==> config.mk <==
export PLATFORM = sky130hd
export DESIGN_NAME = utf8_to_codepoint_decoder_unit
export DESIGN_NICKNAME = d
export VERILOG_FILES = /design/src/design/u2c_pkg.sv /design/src/design/u2c_front.sv /design/src/design/u2c_queue.sv /design/src/design/u2c_back.sv /design/src/design/utf8_to_codepoint_decoder_unit.sv
export SDC_FILE = /design/constraint.sdc
export NUM_CORES = 1
export LEC_CHECK = 0
export ABC_AREA = 1
export BUFFER_PORTS_ARGS = -buffer_cell sky130_fd_sc_hd__buf_4
export CAP_MARGIN = 20
export CORE_ASPECT_RATIO = 0.5
export CORE_MARGIN = 8
export CORE_UTILIZATION = 40
export DETAILED_ROUTE_END_ITERATION = 12
export PLACE_DENSITY = 0.66
export SLEW_MARGIN = 20
export SYNTH_ARGS = -nofsm -noshare
export SYNTH_HDL_FRONTEND = slang
export SYNTH_SLANG_ARGS = --single-unit
==> constraint.sdc <==
create_clock -name clk_i -period 5.3 [get_ports clk_i]
set_input_delay 0 -clock clk_i [delete_from_list [all_inputs] [get_ports clk_i]]
set_output_delay 0 -clock clk_i [all_outputs]
set_load 0.05 [all_outputs]
==> src/design/u2c_pkg.sv <==
// ----------------------------------------------------------------------------
// u2c_pkg
// Shared types and constants for the UTF-8 to code point decoder.
// ----------------------------------------------------------------------------
package u2c_pkg;

  localparam int unsigned BYTE_W  = 8;
  localparam int unsigned CP_W    = 21;
  localparam int unsigned HOLD_N  = 3;
  localparam int unsigned TDATA_IN_W  = 8;
  localparam int unsigned TDATA_OUT_W = 24;

  // default depth of the queue between front and back
  localparam int unsigned U2C_QUEUE_DEPTH = 2;

  // byte constants
  localparam logic [BYTE_W-1:0] LEAD_F4   = 8'hf4;
  localparam logic [BYTE_W-1:0] LEAD_F0   = 8'hf0;
  localparam logic [2:0]        PFX_LEAD2 = 3'b110;
  localparam logic [3:0]        PFX_LEAD3 = 4'b1110;
  localparam logic [1:0]        PFX_CONT  = 2'b10;
  localparam logic [3:0]        PFX_CONT_F4 = 4'h8;

  // continuation counts of a pending sequence
  localparam logic [1:0] EXP_NONE = 2'd0;
  localparam logic [1:0] EXP_ONE  = 2'd1;
  localparam logic [1:0] EXP_TWO  = 2'd2;
  localparam logic [1:0] EXP_THREE = 2'd3;

  // One job: nr_raw raw bytes (flagged) first, then an optional tail result.
  typedef struct packed {
    logic [HOLD_N-1:0][BYTE_W-1:0] raw;
    logic [1:0]                    nr_raw;
    logic                          tail_vld;
    logic [CP_W-1:0]               tail_cp;
    logic                          tail_err;
  } job_t;

  // front status, seen by the top level checks
  typedef struct packed {
    logic idle;
  } front_stat_t;

  // queue status
  typedef struct packed {
    logic full;
    logic empty;
  } queue_stat_t;

endpackage

==> src/design/u2c_front.sv <==
// ----------------------------------------------------------------------------
// u2c_front
// Accepts bytes, tracks the pending sequence and turns each byte that yields a result into a job.
// ----------------------------------------------------------------------------
module u2c_front (
  input  logic                        clk_i,
  input  logic                        rst_ni,
  input  logic                        fire_i,
  input  logic [u2c_pkg::BYTE_W-1:0]  byte_i,
  input  logic                        end_i,
  output logic                        push_o,
  output u2c_pkg::job_t               job_o,
  output u2c_pkg::front_stat_t        stat_o
);
  import u2c_pkg::*;

  logic [HOLD_N-1:0][BYTE_W-1:0] held_q, held_d;
  logic [1:0] cnt_q, cnt_d;
  logic [1:0] exp_q, exp_d;

  logic       is_ascii, is_lead2, is_lead3, is_lead4, is_lead;
  logic [1:0] fresh_exp;
  logic       cont_ok;
  logic [CP_W-1:0] cp;

  // classify the incoming byte as a fresh start
  always_comb begin
    is_ascii = ~byte_i[7];
    is_lead2 = (byte_i[7:5] == PFX_LEAD2);
    is_lead3 = (byte_i[7:4] == PFX_LEAD3);
    is_lead4 = (byte_i >= LEAD_F0) && (byte_i <= LEAD_F4);
    is_lead  = is_lead2 | is_lead3 | is_lead4;
    if (is_lead2) begin
      fresh_exp = EXP_ONE;
    end else if (is_lead3) begin
      fresh_exp = EXP_TWO;
    end else begin
      fresh_exp = EXP_THREE;
    end
  end

  // continuation check; F4 restricts its first continuation to 80-8F
  always_comb begin
    if (cnt_q == 2'd1 && held_q[0] == LEAD_F4) begin
      cont_ok = (byte_i[7:4] == PFX_CONT_F4);
    end else begin
      cont_ok = (byte_i[7:6] == PFX_CONT);
    end
  end

  // code point assembly for a completing byte
  always_comb begin
    case (exp_q)
      EXP_ONE:   cp = {10'd0, held_q[0][4:0], byte_i[5:0]};
      EXP_TWO:   cp = {5'd0, held_q[0][3:0], held_q[1][5:0], byte_i[5:0]};
      EXP_THREE: cp = {held_q[0][2:0], held_q[1][5:0], held_q[2][5:0], byte_i[5:0]};
      default:   cp = '0;
    endcase
  end

  // next state and job
  always_comb begin
    held_d = held_q;
    cnt_d  = cnt_q;
    exp_d  = exp_q;
    job_o  = '0;
    job_o.raw = held_q;

    if (exp_q != EXP_NONE && cont_ok) begin
      if (cnt_q >= exp_q) begin
        // sequence complete
        job_o.tail_vld = 1'b1;
        job_o.tail_cp  = cp;
        cnt_d = '0;
        exp_d = EXP_NONE;
      end else begin
        // hold the continuation
        if (cnt_q != 2'd3) begin
          held_d[cnt_q] = byte_i;
        end
        cnt_d = cnt_q + 2'd1;
        if (end_i) begin
          job_o.raw    = held_d;
          job_o.nr_raw = cnt_q + 2'd1;
          cnt_d = '0;
          exp_d = EXP_NONE;
        end
      end
    end else begin
      // broken sequence: flush what is held, then start over with this byte
      if (exp_q != EXP_NONE) begin
        job_o.nr_raw = cnt_q;
        cnt_d = '0;
        exp_d = EXP_NONE;
      end
      if (is_ascii) begin
        job_o.tail_vld = 1'b1;
        job_o.tail_cp  = CP_W'(byte_i);
      end else if (is_lead && !end_i) begin
        held_d[0] = byte_i;
        cnt_d = 2'd1;
        exp_d = fresh_exp;
      end else begin
        // stray byte, or a lead byte that ends the string
        job_o.tail_vld = 1'b1;
        job_o.tail_cp  = CP_W'(byte_i);
        job_o.tail_err = 1'b1;
      end
    end
  end

  assign push_o      = fire_i && (job_o.nr_raw != 2'd0 || job_o.tail_vld);
  assign stat_o.idle = (exp_q == EXP_NONE);

  // control state
  always_ff @(posedge clk_i or negedge rst_ni) begin
    if (!rst_ni) begin
      cnt_q <= '0;
      exp_q <= EXP_NONE;
    end else if (fire_i) begin
      cnt_q <= cnt_d;
      exp_q <= exp_d;
    end
  end

  // held bytes, payload only
  always_ff @(posedge clk_i) begin
    if (fire_i) begin
      held_q <= held_d;
    end
  end

endmodule

==> src/design/u2c_queue.sv <==
// ----------------------------------------------------------------------------
// u2c_queue
// Small job queue that decouples the front from the back.
// ----------------------------------------------------------------------------
module u2c_queue #(
  parameter int unsigned Depth = u2c_pkg::U2C_QUEUE_DEPTH
) (
  input  logic                 clk_i,
  input  logic                 rst_ni,
  input  logic                 push_i,
  input  u2c_pkg::job_t        job_i,
  input  logic                 pop_i,
  output u2c_pkg::job_t        head_o,
  output u2c_pkg::queue_stat_t stat_o
);
  import u2c_pkg::*;

  localparam int unsigned PtrW = (Depth > 1) ? $clog2(Depth) : 1;
  localparam int unsigned CntW = $clog2(Depth + 1);
  localparam logic [PtrW-1:0] LastPtr = PtrW'(Depth - 1);
  localparam logic [CntW-1:0] FullCnt = CntW'(Depth);

  job_t            mem_q [Depth];
  logic [PtrW-1:0] wr_ptr_q, rd_ptr_q;
  logic [CntW-1:0] cnt_q;
  logic            do_push, do_pop;

  assign stat_o.full  = (cnt_q == FullCnt);
  assign stat_o.empty = (cnt_q == '0);
  assign do_push = push_i && !stat_o.full;
  assign do_pop  = pop_i && !stat_o.empty;
  assign head_o  = mem_q[rd_ptr_q];

  // pointers and fill count
  always_ff @(posedge clk_i or negedge rst_ni) begin
    if (!rst_ni) begin
      wr_ptr_q <= '0;
      rd_ptr_q <= '0;
      cnt_q    <= '0;
    end else begin
      if (do_push) begin
        wr_ptr_q <= (wr_ptr_q == LastPtr) ? '0 : wr_ptr_q + PtrW'(1);
      end
      if (do_pop) begin
        rd_ptr_q <= (rd_ptr_q == LastPtr) ? '0 : rd_ptr_q + PtrW'(1);
      end
      if (do_push && !do_pop) begin
        cnt_q <= cnt_q + CntW'(1);
      end else if (!do_push && do_pop) begin
        cnt_q <= cnt_q - CntW'(1);
      end
    end
  end

  // storage
  always_ff @(posedge clk_i) begin
    if (do_push) begin
      mem_q[wr_ptr_q] <= job_i;
    end
  end

endmodule

==> src/design/u2c_back.sv <==
// ----------------------------------------------------------------------------
// u2c_back
// Walks through each job one result per cycle into the output register, while that register is free or being read.
// ----------------------------------------------------------------------------
module u2c_back (
  input  logic                       clk_i,
  input  logic                       rst_ni,
  input  u2c_pkg::job_t              head_i,
  input  logic                       head_vld_i,
  output logic                       pop_o,
  output logic                       out_valid_o,
  input  logic                       out_ready_i,
  output logic [u2c_pkg::CP_W-1:0]   cp_o,
  output logic                       err_o,
  output logic                       last_o
);
  import u2c_pkg::*;

  logic [1:0]      idx_q;
  logic [2:0]      total;
  logic            load, is_last;
  logic [CP_W-1:0] cur_cp;
  logic            cur_err;
  logic            valid_q;
  logic [CP_W-1:0] cp_q;
  logic            err_q, last_q;

  // pick the result at the current position of the job
  always_comb begin
    total   = {1'b0, head_i.nr_raw} + {2'b0, head_i.tail_vld};
    is_last = ({1'b0, idx_q} + 3'd1) == total;
    if (idx_q < head_i.nr_raw) begin
      cur_err = 1'b1;
      case (idx_q)
        2'd0:    cur_cp = CP_W'(head_i.raw[0]);
        2'd1:    cur_cp = CP_W'(head_i.raw[1]);
        default: cur_cp = CP_W'(head_i.raw[2]);
      endcase
    end else begin
      cur_err = head_i.tail_err;
      cur_cp  = head_i.tail_cp;
    end
  end

  assign load  = head_vld_i && (!valid_q || out_ready_i);
  assign pop_o = load && is_last;

  // output register control
  always_ff @(posedge clk_i or negedge rst_ni) begin
    if (!rst_ni) begin
      valid_q <= 1'b0;
      idx_q   <= '0;
    end else begin
      if (load) begin
        valid_q <= 1'b1;
        idx_q   <= is_last ? 2'd0 : idx_q + 2'd1;
      end else if (out_ready_i) begin
        valid_q <= 1'b0;
      end
    end
  end

  // output payload
  always_ff @(posedge clk_i) begin
    if (load) begin
      cp_q   <= cur_cp;
      err_q  <= cur_err;
      last_q <= is_last;
    end
  end

  assign out_valid_o = valid_q;
  assign cp_o        = cp_q;
  assign err_o       = err_q;
  assign last_o      = last_q;

endmodule

==> src/design/utf8_to_codepoint_decoder_unit.sv <==
// An accepted byte's job is written into the job queue, then its first result
// is loaded into the output register. Throughput: one byte per cycle while each
// byte yields at most one result and the output is ready; a byte that flushes
// several results holds the output stage while they leave, and the 2-entry job queue absorbs the front meanwhile.
// Reset: asynchronous, active low; clears the pending sequence, queue and
// output valid. Held bytes are not cleared.
// ----------------------------------------------------------------------------
// utf8_to_codepoint_decoder_unit
// Streaming UTF-8 decoder: bytes in, code points (or flagged raw bytes) out.
// ----------------------------------------------------------------------------
module utf8_to_codepoint_decoder_unit #(
  parameter int unsigned QueueDepth = u2c_pkg::U2C_QUEUE_DEPTH
) (
  input  logic                                clk_i,
  input  logic                                rst_ni,
  input  logic                                s_axis_tvalid,
  output logic                                s_axis_tready,
  input  logic [u2c_pkg::TDATA_IN_W-1:0]      s_axis_tdata,  // [7:0] data_byte
  input  logic                                s_axis_tlast,  // string_end
  output logic                                m_axis_tvalid,
  input  logic                                m_axis_tready,
  output logic [u2c_pkg::TDATA_OUT_W-1:0]     m_axis_tdata,  // [20:0] code_point
  output logic                                m_axis_tuser,  // raw_error
  output logic                                m_axis_tlast   // last_of_run
);
  import u2c_pkg::*;

  logic        s_fire, push, pop;
  job_t        job, head;
  front_stat_t front_stat;
  queue_stat_t queue_stat;
  logic [CP_W-1:0] cp;

  assign s_axis_tready = !queue_stat.full;
  assign s_fire        = s_axis_tvalid && s_axis_tready;

  // front: classify bytes into jobs
  u2c_front u_front (
    .clk_i  (clk_i),
    .rst_ni (rst_ni),
    .fire_i (s_fire),
    .byte_i (s_axis_tdata[BYTE_W-1:0]),
    .end_i  (s_axis_tlast),
    .push_o (push),
    .job_o  (job),
    .stat_o (front_stat)
  );

  // job queue
  u2c_queue #(
    .Depth (QueueDepth)
  ) u_queue (
    .clk_i  (clk_i),
    .rst_ni (rst_ni),
    .push_i (push),
    .job_i  (job),
    .pop_i  (pop),
    .head_o (head),
    .stat_o (queue_stat)
  );

  // back: serialize results
  u2c_back u_back (
    .clk_i       (clk_i),
    .rst_ni      (rst_ni),
    .head_i      (head),
    .head_vld_i  (!queue_stat.empty),
    .pop_o       (pop),
    .out_valid_o (m_axis_tvalid),
    .out_ready_i (m_axis_tready),
    .cp_o        (cp),
    .err_o       (m_axis_tuser),
    .last_o      (m_axis_tlast)
  );

  assign m_axis_tdata = {{(TDATA_OUT_W - CP_W){1'b0}}, cp};

  // checks

  // a byte that ends the string leaves no sequence pending
  assert property (@(posedge clk_i) disable iff (!rst_ni)
    s_fire && s_axis_tlast |=> front_stat.idle)
    else $error("sequence still pending after string end");

  // flagged results are always single raw bytes
  assert property (@(posedge clk_i) disable iff (!rst_ni)
    m_axis_tvalid && m_axis_tuser |-> m_axis_tdata[CP_W-1:BYTE_W] == '0)
    else $error("raw error result wider than a byte");

  // the back only pops a job that is present
  assert property (@(posedge clk_i) disable iff (!rst_ni)
    pop |-> !queue_stat.empty)
    else $error("pop from empty job queue");

endmodule

# [Word level (Yosys, flattened, before mapping)]
# Memories as Yosys holds them, arrays and structs flattened.
# Index checks and enable logic that the tools add are counted.
[word_totals] reg_bits=58 mem_bits_rw=98 mem_count=1
[classes] n_addsub=8 n_lt_le_gt_ge=6 eq_ne=15 mux=45 bitwise_logic=3 n_reduce_logical=32
[mem_list] name="u_queue.mem_q" words=2 width=49 rd=1 rd_ports_with_merged_regs=0 wr=1 line_no="u2c_queue.sv:23" rtl="job_t mem_q [Depth];"
[op_table] op="24-bit two-way mux" count=3
[op_table] op="21-bit case mux with 3 select lines" count=1
[op_table] op="26-bit two-way mux" count=2
[op_table] op="22-bit two-way mux" count=2
[op_table] op="8-bit two-way mux" count=5
[op_table] op="2-bit two-way mux" count=17
[op_table] op="24-bit bitwise mux" count=1
[op_table] op="23-bit two-way mux" count=1
[op_table] op="21-bit two-way mux" count=1
[op_table] op="8-bit demux with 2-bit select" count=1
[op_table] op="8-bit case mux with 2 select lines" count=1
[op_table] op="1-bit logical AND" count=13
[op_table] op="2-bit nonzero test" count=6
[op_table] op="1-bit two-way mux" count=10
[op_table] op="2-bit equality test (second input constant)" count=4
[op_table] op="4-bit equality test (second input constant)" count=2
[op_table] op="8-bit equality test (second input constant)" count=1
[op_table] op="8-bit >= comparator (second input constant)" count=1
[op_table] op="8-bit <= comparator (second input constant)" count=1
[op_table] op="2-bit by 1-bit adder with 2-bit output (second input constant)" count=3
[op_table] op="2-bit by 1-bit equality test with 1-bit output (second input constant)" count=3
[op_table] op="1-bit logical NOT" count=6
[op_table] op="2-bit logical NOT" count=2
[op_table] op="2-bit inequality test (second input constant)" count=2
[op_table] op="17 further kinds" count=20

# [Longest topological paths before layout]
# Gate-level depths: netlist of the first run.
[logic_depth] ltp_word=17 depth_mapped=16 mapped_depth_nobuf=16

# [Hierarchy]
# A second synthesis of the first run with hierarchy kept.
[hier_totals] hier_cells=765 hier_area_um2=7345.8
[modules_own_cells] mod="u2c_queue" n_inst=1 cells_per_inst=288 area_each_um2=3822.4 seq_area_each_um2=3042.9
[modules_own_cells] mod="u2c_front" n_inst=1 cells_per_inst=316 area_each_um2=2129.5 seq_area_each_um2=820.8
[modules_own_cells] mod="u2c_back" n_inst=1 cells_per_inst=153 area_each_um2=1350.0 seq_area_each_um2=765.7
[modules_own_cells] mod="utf8_to_codepoint_decoder_unit" n_inst=1 cells_per_inst=8 area_each_um2=43.8 seq_area_each_um2=0.0

# [Least setup slack after synthesis of the first run]
# No wires, ideal clock.
[synth_path] kind="register to register" start="register u_front.exp_q[1]" end="memory u_queue.mem_q[1][0] in the netlist's numbering, enable pin" setup_time_ns=0.456 t_arrival_ns=3.538 t_required_ns=4.844 setup_slack_ns=1.306 stages_incl_launch_ff=12 path_buffers=0 cell_sequence="dfrtp_1 > inv_1 > ha_1 > nand2_1 > nand3_1 > nor2_1 > nand3_1 > nand2_1 > nor2_1 > nand2_1 > nand2_2 > nor2_1"
[synth_lines] element="start: declaration" line_no="u2c_front.sv:19" rtl="logic [1:0] exp_q, exp_d;"
[synth_lines] element="start signal: assignment" line_no="u2c_front.sv:122" rtl="exp_q <= exp_d;"
[synth_lines] element="end: declaration" line_no="u2c_queue.sv:23"

# [Final worst setup path of the first run]
[layout_path] start="register u_queue.rd_ptr_q" end="register u_queue.cnt_q[1]"
[layout_between] elab_chain_len=8
[layout_lines] element="start: declaration" line_no="u2c_queue.sv:24" rtl="logic [PtrW-1:0] wr_ptr_q, rd_ptr_q;"
[layout_lines] element="start signal: assignment" line_no="u2c_queue.sv:45" rtl="rd_ptr_q <= (rd_ptr_q == LastPtr) ? '0 : rd_ptr_q + PtrW'(1);"
[layout_lines] element="memory read 2 x 49 bit *"
[layout_lines] element="2-bit by 1-bit adder with 3-bit output *" line_no="u2c_back.sv:30" rtl="total = {1'b0, head_i.nr_raw} + {2'b0, head_i.tail_vld};"
[layout_lines] element="3-bit equality test *" line_no="u2c_back.sv:31" rtl="is_last = ({1'b0, idx_q} + 3'd1) == total;"
[layout_lines] element="1-bit logical AND *" line_no="u2c_back.sv:46" rtl="assign pop_o = load && is_last;"
[layout_lines] element="1-bit logical AND *" line_no="u2c_queue.sv:31" rtl="assign do_pop = pop_i && !stat_o.empty;"
[layout_lines] element="1-bit logical NOT" line_no="u2c_queue.sv:47" rtl="if (do_push && !do_pop) begin"
[layout_lines] element="1-bit logical AND" line_no="u2c_queue.sv:47"
[layout_lines] element="2-bit two-way mux or 2-bit nonzero test (tied branches)"
[layout_lines] element="end signal: assignment" line_no="u2c_queue.sv:48" rtl="cnt_q <= cnt_q + CntW'(1);"
[layout_lines] element="end signal: assignment" line_no="u2c_queue.sv:50" rtl="cnt_q <= cnt_q - CntW'(1);"
[layout_lines] element="end: declaration" line_no="u2c_queue.sv:25" rtl="logic [CntW-1:0] cnt_q;"
# Every way passes the cells marked *; elsewhere a longest branch is shown, timed or not.
# A chain may end at the register's enable or synchronous reset.

==> metrics.log, run 1 <==
INFO  metric timing.final.setup_violations = 0
INFO  metric grt_first_pass_wirelength = 25.0 mm
INFO  metric first_global_vias = about 4.4k
INFO  metric clock_tree.htree_level_count = 4
INFO  metric dr.pass1.iters = 5
INFO  metric synthDominantAreaCellType = sky130_fd_sc_hd__edfxtp_1
INFO  metric synth_top_area_share = just over 60%
INFO  metric cts.sinks = around 160
INFO  metric clock_skew = around 0.011 ns
INFO  metric die_area = between 20,000 and 25,000 um^2
INFO  metric yosysSeqAreaShare = between 60% and 70%
INFO  metric avgRoutedWirePerCell = about 17 um
INFO  metric setup_total_negative_slack = 0 ns
INFO  metric rsz_0062_raised_after_global_routing = no
INFO  metric syn_avg_cell_area = 11.1 um^2
INFO  metric maximum_number_of_pins_on_one_net_before_global_route_repair = 50
INFO  metric grt_antenna_before_repair = 0
INFO  metric root_buffer = sky130_fd_sc_hd__clkbuf_16
INFO  metric worst-slew-pin-transition = around 0.94 ns
INFO  metric drcViolationCount = 0
INFO  metric detailedPlace.worstSlack = 2.01 ns
INFO  metric cp.required = roughly 5.6 ns
INFO  metric post_route_cells_drive_above_1_share = 15.4%
INFO  metric floorplan.rows = 34
INFO  metric synth_cell_type_count = 38
INFO  metric clk_path_buf_depth = 2
INFO  metric die_span_in_x = ~200 um
INFO  metric post-dp-hpwl = between 10 and 15 mm
INFO  metric holdPathStages = 4
INFO  metric maxClockFrequency = between 300 and 400 MHz
INFO  metric detail_route.iter0.violations = 466
INFO  metric grt.overflow.total = 0
INFO  metric clock_tree_from_tritoncts = done
INFO  metric design.portCount = 41
INFO  metric timing.final.crit_share = about 62%
INFO  metric num-nets-final = approximately 700
INFO  metric worst_hold_path_type = primary input to flop
INFO  metric yosysWarningCount = 0
INFO  metric cts_repair_resize_count = 0
INFO  metric areaGrowthSynthToFinish = 15.3%
INFO  metric criticalPathCategory = flop to flop
INFO  metric syn_area = between 7000 and 8000 um^2
INFO  metric irDropWorstVdd = ~0.00030 V
INFO  metric reg2reg_path_depth = 15
INFO  metric port-buffer-count = 37
INFO  metric max-slew-margin-rel = between 30% and 40%
INFO  metric drt-total-wl = ~16 mm
INFO  metric cts_made_buffers = 17
INFO  metric total_of_max_cap_violations = 0
INFO  metric cellLeakagePower = between 3 and 4 nW
INFO  metric critPathLaunchType = flop
INFO  metric final_hold_fails = 0
INFO  metric path_clk_slew = approximately 0.07 ns
INFO  metric worst_skew_pair.late_latency = between 0.4 and 0.5 ns
INFO  metric route.detailed.vias_per_inst = 5.10
INFO  metric run_status = finished, final reports clean
INFO  metric ant_nets = 0
INFO  metric path_max_fanout = 43
INFO  metric synth-seq-cells = about 160
INFO  metric power_per_cell_area = ~610 nW/um^2
INFO  metric synthTopCellsByArea = sky130_fd_sc_hd__edfxtp_1 62%, sky130_fd_sc_hd__nand2_1 8.2%, sky130_fd_sc_hd__dfrtp_1 3.9%
INFO  metric timing.final.crit_period = 3.30 ns
INFO  metric overall_die_height = between 100 and 150 um
INFO  metric start_util = approximately two fifths
INFO  metric grt_use_total = 14.7%
INFO  metric core_area = around 17,000 um^2
INFO  metric n_antenna_cell = 0
INFO  metric post_synth_inst_count = about 630
INFO  metric dr_total_vias = about 4.7k
INFO  metric final.setup.worst_slack = about 2.0 ns
INFO  metric gp_congestion = about 0.90
INFO  metric worst_ep_arrival_time = ~3.6 ns
INFO  metric slew_viol_final = 0
INFO  metric worstSetupEndpointType = flop
[path summary, 6_finish.rpt]
path / startpoint / to / slack [ns]
max: u_queue.rd_ptr_q / u_queue.cnt_q[1] / 2.00
max reg2reg: u_queue.rd_ptr_q / u_queue.cnt_q[1] / 2.00
min: s_axis_tlast / u_front.cnt_q[1] / 0.02
min in group asynchronous: rst_ni / u_front.cnt_q[1] / 0.64
max in group asynchronous: rst_ni / u_queue.cnt_q[0] / 4.31
min reg2reg: u_queue.wr_ptr_q / u_queue.wr_ptr_q / 0.49
[placed cells by master (no fill, tap or decap), drive strengths merged, types with 2 or more instances in the layout]
cell | synthesis | final
buf | 19 | 42
clkbuf | 9 | 17
nand3 | 14 | 14
a21oi | 22 | 22
a31oi | 8 | 8
xnor2 | 4 | 4
nor2 | 40 | 40
edfxtp | 145 | 145
a22oi | 16 | 16
clkinvlp | 0 | 3
o21a | 8 | 8
ha | 13 | 13
nor3 | 14 | 14
o22ai | 11 | 11
inv | 54 | 60
dlygate4sd3 | 0 | 3
conb | 1 | 3
dfrtp | 11 | 11
nand2 | 166 | 166
clkinv | 0 | 5
xor2 | 2 | 2
o21ai | 70 | 70
[layout make-up]
| class | count | area [um^2] |
|---|---|---|
| Clock buffer | 17 | 425 |
| Clock inverter | 15 | 158 |
| Fill cell | 1570 | 9180 |
| Inverter | 54 | 210 |
| Multi-Input combinational cell | 395 | 2040 |
| Sequential cell | 156 | 4630 |
| Tap cell | 234 | 293 |
| Timing Repair Buffer | 45 | 345 |
[synthesized netlist by cell type, drive strengths merged]
cell type and n:
a21oi 22, a221oi 1, a22oi 16, a31oi 8, buf 19, clkbuf 9, conb 1, dfrtp 11
edfxtp 145, ha 13, inv 54, nand2 166, nand3 14, nand4 1, nor2 40, nor3 14
o21a 8, o21ai 70, o22ai 11, o31ai 1, or2 1, xnor2 4, xor2 2
[power by group]
| group | internal, W | switching, W | leakage (nW) | total [W] |
|---|---|---|---|---|
| combinational | 0.000509 | 0.00136 | 1.30 | 0.00187 |
| sequential | 0.00179 | 0.0000964 | 1.50 | 0.00189 |
| clock | 0.000665 | 0.000520 | 0.280 | 0.00119 |
| total | 0.00296 | 0.00198 | 3.08 | 0.00494 |
[per-stage QoR]
| stage | cell area [um^2] | instances | hold slack (ns) | power (W) | util [%] |
|---|---|---|---|---|---|
| 6_report | 8100 | 916 | 0.0236 | 0.00494 | 46.9 |
| 5_1_grt | 8100 | 916 | 0.0418 | 0.00523 | 46.9 |
| 4_1_cts | 8100 | 916 | 0.0132 | 0.00497 | 46.9 |
| 3_5_place_dp | 7480 | 881 | -0.152 | 0.00378 | 43.3 |
| 3_3_place_gp | 7480 | 881 | -0.156 | 0.00374 | 43.3 |
| 2_1_floorplan | 7030 | 633 | -0.296 | 0.00327 | - |
[worst max-delay path, stage by stage (launching register included)]
cell                      delay (ns)
sky130_fd_sc_hd__dfrtp_1        0.33
sky130_fd_sc_hd__buf_4          0.39
sky130_fd_sc_hd__inv_1          0.07
sky130_fd_sc_hd__buf_4          0.28
sky130_fd_sc_hd__or2_2          0.32
sky130_fd_sc_hd__o21ai_0        0.11
sky130_fd_sc_hd__inv_1          0.07
sky130_fd_sc_hd__ha_1           0.30
sky130_fd_sc_hd__xnor2_1        0.15
sky130_fd_sc_hd__nand3_1        0.16
sky130_fd_sc_hd__nor2_1         0.19
sky130_fd_sc_hd__inv_1          0.06
sky130_fd_sc_hd__ha_1           0.32
sky130_fd_sc_hd__a21oi_1        0.15
sky130_fd_sc_hd__o21ai_0        0.12
sky130_fd_sc_hd__xnor2_1        0.13
[what timing repair did]
action,CTS,global route
hold buffers,3,0
buffers inserted,0,0
endpoints found under the hold margin,12,0
[kinds of logic (layout without fill, tap and decap cells)]
group | after synthesis | in the layout | share of synthesized area [%]
other | 1 | 3 | 0.0534
AO/OA/AOI/OAI | 137 | 137 | 11.4
buffers and inverters | 82 | 131 | 5.31
XOR/XNOR | 6 | 6 | 0.748
flip-flops | 156 | 156 | 65.9
AND/OR/NAND/NOR | 236 | 236 | 14.2
adder cells (fa/ha/maj) | 13 | 13 | 2.32
[sequential cells by signal, summed over array words and instances, names as in the netlist, 2 cells and up]
register and count:
u_front.cnt_q 2, u_queue.cnt_q 2, u_back.idx_q 2, u_front.exp_q 2
u_back.cp_o 21, u_front.held_q 24, u_queue.mem_q 98
[routing by layer]
| layer | global-route usage [%] | vias to the layer above | part of all wire, % |
|---|---|---|---|
| li1 | - | 2274 | - |
| met1 | 21.5 | 2206 | 49 |
| met2 | 20.8 | 176 | 42 |
| met3 | 3.88 | 15 | 8.5 |
| met4 | 4.84 | 0 | 0.94 |
| met5 | 0 | - | 0 |
Power figures use the tool's default switching activity.
==> inputs of run 2 (changes only) <==
Clock period 5.3 ns to 3.4 ns, I/O delays scaled along.
==> run 2 against run 1 <==
  * Sequential share of layout area down 0.29 points
  * Sequential cell count unchanged
  * Combinational power grew 57%
  * Largest power group unchanged
  * Fmax increased by 16%
==> metrics.log, run 2 (same netlist as run 1, synthesis figures left out) <==
INFO  metric core_area = 17,300 um^2 (unchanged)
INFO  metric power.switching = 0.00302 W (was 0.00198 W)
INFO  metric path_max_fanout = 14 (was 43)
INFO  metric route.detailed.vias_per_inst = 5.09 (was 5.10)
INFO  metric setup_total_negative_slack = 0 ns (unchanged)
INFO  metric met3WireLength = 1.33 mm (was 1.36 mm)
INFO  metric regToRegStartpoint = u_queue.rd_ptr_q (unchanged)
INFO  metric critPathLaunchType = flop (unchanged)
INFO  metric cellLeakagePower = 3.09 nW (was 3.08 nW)
INFO  metric registers.top_by_ff_count = u_queue.mem_q (unchanged)
INFO  metric worst_ep_arrival_time = 3.13 ns (was 3.61 ns)
INFO  metric first_global_vias = 4,420 (was 4,431)
INFO  metric timing.final.setup_violations = 0 (unchanged)
INFO  metric drcViolationCount = 0 (unchanged)
INFO  metric routedLengthMet1 = 7.76 mm (about the same)
INFO  metric die_span_in_x = 203 um (unchanged)
INFO  metric largest_register_ffs = 98 (unchanged)
INFO  metric clockPowerShare = 23.9% (was 24.0%)
INFO  metric timing.final.crit_share = 83.6% (was 62.3%)
INFO  metric routed-wl-met2 = 6.77 mm (was 6.65 mm)
INFO  metric grt_antenna_before_repair = 0 (unchanged)
INFO  metric run_status = finished, final reports clean (unchanged)
INFO  metric path_clk_slew = 0.06 ns (was 0.07 ns)
INFO  metric avgRoutedWirePerCell = 17.4 um (about the same)
INFO  metric reg2reg_path_depth = 13 (was 15)
INFO  metric design.portCount = 41 (unchanged)
INFO  metric slew_viol_final = 0 (unchanged)
INFO  metric postCtsSetupBuffers = 0 (unchanged)
INFO  metric port-buffer-count = 37 (unchanged)
INFO  metric dr.pass1.iters = 6 (was 5)
INFO  metric die_area = 22,300 um^2 (unchanged)
INFO  metric max-slew-margin-rel = 53.7% (was 37.6%)
INFO  metric seq_power_share = 38.1% (was 38.2%)
INFO  metric layout_common_cells = 154 x sky130_fd_sc_hd__nand2_1, 145 x sky130_fd_sc_hd__edfxtp_1, 55 x sky130_fd_sc_hd__o21ai_0 (unchanged)
INFO  metric worstSetupEndpointType = flop (unchanged)
INFO  metric area_used_by_multi_input_combinational_logic = 2040 um^2 (unchanged)
INFO  metric worst_skew_pair.late_latency = 0.41 ns (was 0.42 ns)
INFO  metric final_hold_fails = 0 (unchanged)
INFO  metric start_util = 40.7% (unchanged)
INFO  metric cts.sinks = 156 (unchanged)
INFO  metric post-dp-hpwl = 11.2 mm (about the same)
INFO  metric timing.reg2reg.setup_slack = 0.56 ns (was 2.00 ns)
INFO  metric final.setup.worst_slack = 0.559 ns (was 2.00 ns)
INFO  metric post_route_cells_drive_above_1_share = 15.2% (was 15.4%)
INFO  metric fillers = 1,571 (was 1,570)
INFO  metric detailedPlace.worstSlack = 0.545 ns (was 2.01 ns)
INFO  metric floorplan.rows = 34 (unchanged)
INFO  metric root_buffer = sky130_fd_sc_hd__clkbuf_16 (unchanged)
INFO  metric grt.overflow.total = 0 (unchanged)
INFO  metric seqCellArea = 4630 um^2 (unchanged)
INFO  metric hold_end = u_front.cnt_q[1] (unchanged)
INFO  metric worst-slew-pin-transition = 0.692 ns (was 0.935 ns)
INFO  metric n_antenna_cell = 0 (unchanged)
INFO  metric timing.hold.ws = 0.0177 ns (was 0.0236 ns)
INFO  metric ant_nets = 0 (unchanged)
INFO  metric clock_tree_from_tritoncts = done (unchanged)
INFO  metric final_common_cell = sky130_fd_sc_hd__nand2_1 (unchanged)
INFO  metric total_of_max_cap_violations = 0 (unchanged)
INFO  metric clock_skew = 0.00964 ns (was 0.0110 ns)
INFO  metric switching_share = 39.1% (was 40.0%)
INFO  metric dr_total_vias = 4,677 (was 4,671)
INFO  metric num-nets-final = 697 (was 695)
INFO  metric cp.required = 3.69 ns (was 5.61 ns)
INFO  metric power_per_cell_area = 948 nW/um^2 (was 610 nW/um^2)
INFO  metric maxClockFrequency = 352 MHz (was 303 MHz)
INFO  metric drt-total-wl = 16.0 mm (was 15.9 mm)
INFO  metric irDropWorstVdd = 0.000465 V (was 0.000305 V)
INFO  metric top_layer_used = met4 (unchanged)
INFO  metric clock_tree.htree_level_count = 4 (unchanged)
INFO  metric crit-reg2reg-capture = u_queue.cnt_q[1] (unchanged)
INFO  metric areaGrowthSynthToFinish = 15.9% (was 15.3%)
INFO  metric rsz_0062_raised_after_global_routing = no (unchanged)
INFO  metric worst_hold_path_type = primary input to flop (unchanged)
INFO  metric timing.final.crit_period = 2.84 ns (was 3.30 ns)
INFO  metric power.combinational.fraction = 38.0% (was 37.8%)
INFO  metric cts_made_buffers = 17 (unchanged)
INFO  metric maximum_number_of_pins_on_one_net_before_global_route_repair = 50 (unchanged)
INFO  metric grt_use_total = 14.6% (was 14.7%)
INFO  metric overall_die_height = 110 um (unchanged)
INFO  metric gp_congestion = 0.900 (was 0.904)
INFO  metric grt_first_pass_wirelength = 25.0 mm (about the same)
INFO  metric detail_route.iter0.violations = 565 (was 466)
INFO  metric clk_path_buf_depth = 2 (unchanged)
INFO  metric criticalPathCategory = flop to flop (unchanged)
INFO  metric hp-start = s_axis_tlast (unchanged)
INFO  metric holdPathStages = 4 (unchanged)
INFO  metric internal_power = 0.00470 W (was 0.00296 W)
==> run 2: changes by cell type in the layout (fill, tap and decap cells not counted), moves of 2 or more <==
cell | before | now
sky130_fd_sc_hd__inv_8 | 5 | 0
sky130_fd_sc_hd__buf_12 | 0 | 2
sky130_fd_sc_hd__buf_4 | 42 | 40
sky130_fd_sc_hd__clkbuf_1 | 0 | 2
sky130_fd_sc_hd__clkinv_2 | 1 | 3
==> run 2: final cells by class <==
class | instances | area share, %
sequential | 156 | 56.9
multi-input combinational | 395 | 25.0
clock buffer | 19 | 5.32
timing repair buffer | 47 | 4.86
tap | 234 | 3.60
inverter | 54 | 2.58
clock inverter | 13 | 1.74
==> run 2: what timing repair did <==
action / in CTS / in global routing
hold endpoints to repair: 13 / 0
hold buffers: 4 / 0
resized for setup: 0 / 0
==> run 2: stage by stage <==
step	cells	instance area (um^2)	utilization [%]	total power, W
after floorplan	633	7030	-	0.00509
after global placement	881	7510	43.5	0.00586
after global routing	918	8140	47.1	0.00814
after CTS	917	8120	47.0	0.00775
after detailed placement	881	7510	43.5	0.00591
final	918	8140	47.1	0.00771
==> run 2: how the worst max path moves through the flow <==
stage / start / endpoint / cells past startpoint
4_1_cts: u_queue.rd_ptr_q / u_queue.cnt_q[1] / 13
5_1_grt: u_queue.rd_ptr_q / u_queue.cnt_q[1] / 13
6_report: u_queue.rd_ptr_q / u_queue.cnt_q[1] / 13
3_5_place_dp: u_queue.rd_ptr_q / u_queue.cnt_q[1] / 13
2_1_floorplan: u_front.exp_q[1] / u_queue.mem_q[1][0] / 11
3_3_place_gp: u_queue.rd_ptr_q / u_queue.cnt_q[1] / 13
==> run 2: routing by layer <==
metal,GRT usage [%],vias to the layer above
li1,-,2276
met1,21.3,2226
met2,21.7,163
met3,3.35,12
met4,3.50,0
met5,0,-
==> run 2: worst max-delay path, cell delays in order, from the launching register on <==
cell and delay, ns:
sky130_fd_sc_hd__dfrtp_1 0.42, sky130_fd_sc_hd__inv_1 0.22, sky130_fd_sc_hd__or2_2 0.34, sky130_fd_sc_hd__o21ai_0 0.13, sky130_fd_sc_hd__inv_1 0.09, sky130_fd_sc_hd__ha_1 0.32, sky130_fd_sc_hd__xnor2_1 0.13, sky130_fd_sc_hd__nand3_1 0.16
sky130_fd_sc_hd__nor2_1 0.18, sky130_fd_sc_hd__inv_1 0.07, sky130_fd_sc_hd__ha_1 0.32, sky130_fd_sc_hd__a21oi_1 0.11, sky130_fd_sc_hd__o21ai_0 0.11, sky130_fd_sc_hd__xnor2_1 0.13
==> run 2: power by group through the flow <==
stage / clock (W) / sequential, W / combinational, W
after floorplan: 0 / 0.00348 / 0.00161
after global placement: 0 / 0.00297 / 0.00289
after detailed placement: 0 / 0.00299 / 0.00292
after CTS: 0.00187 / 0.00295 / 0.00294
after global routing: 0.00193 / 0.00299 / 0.00322
final: 0.00184 / 0.00294 / 0.00293
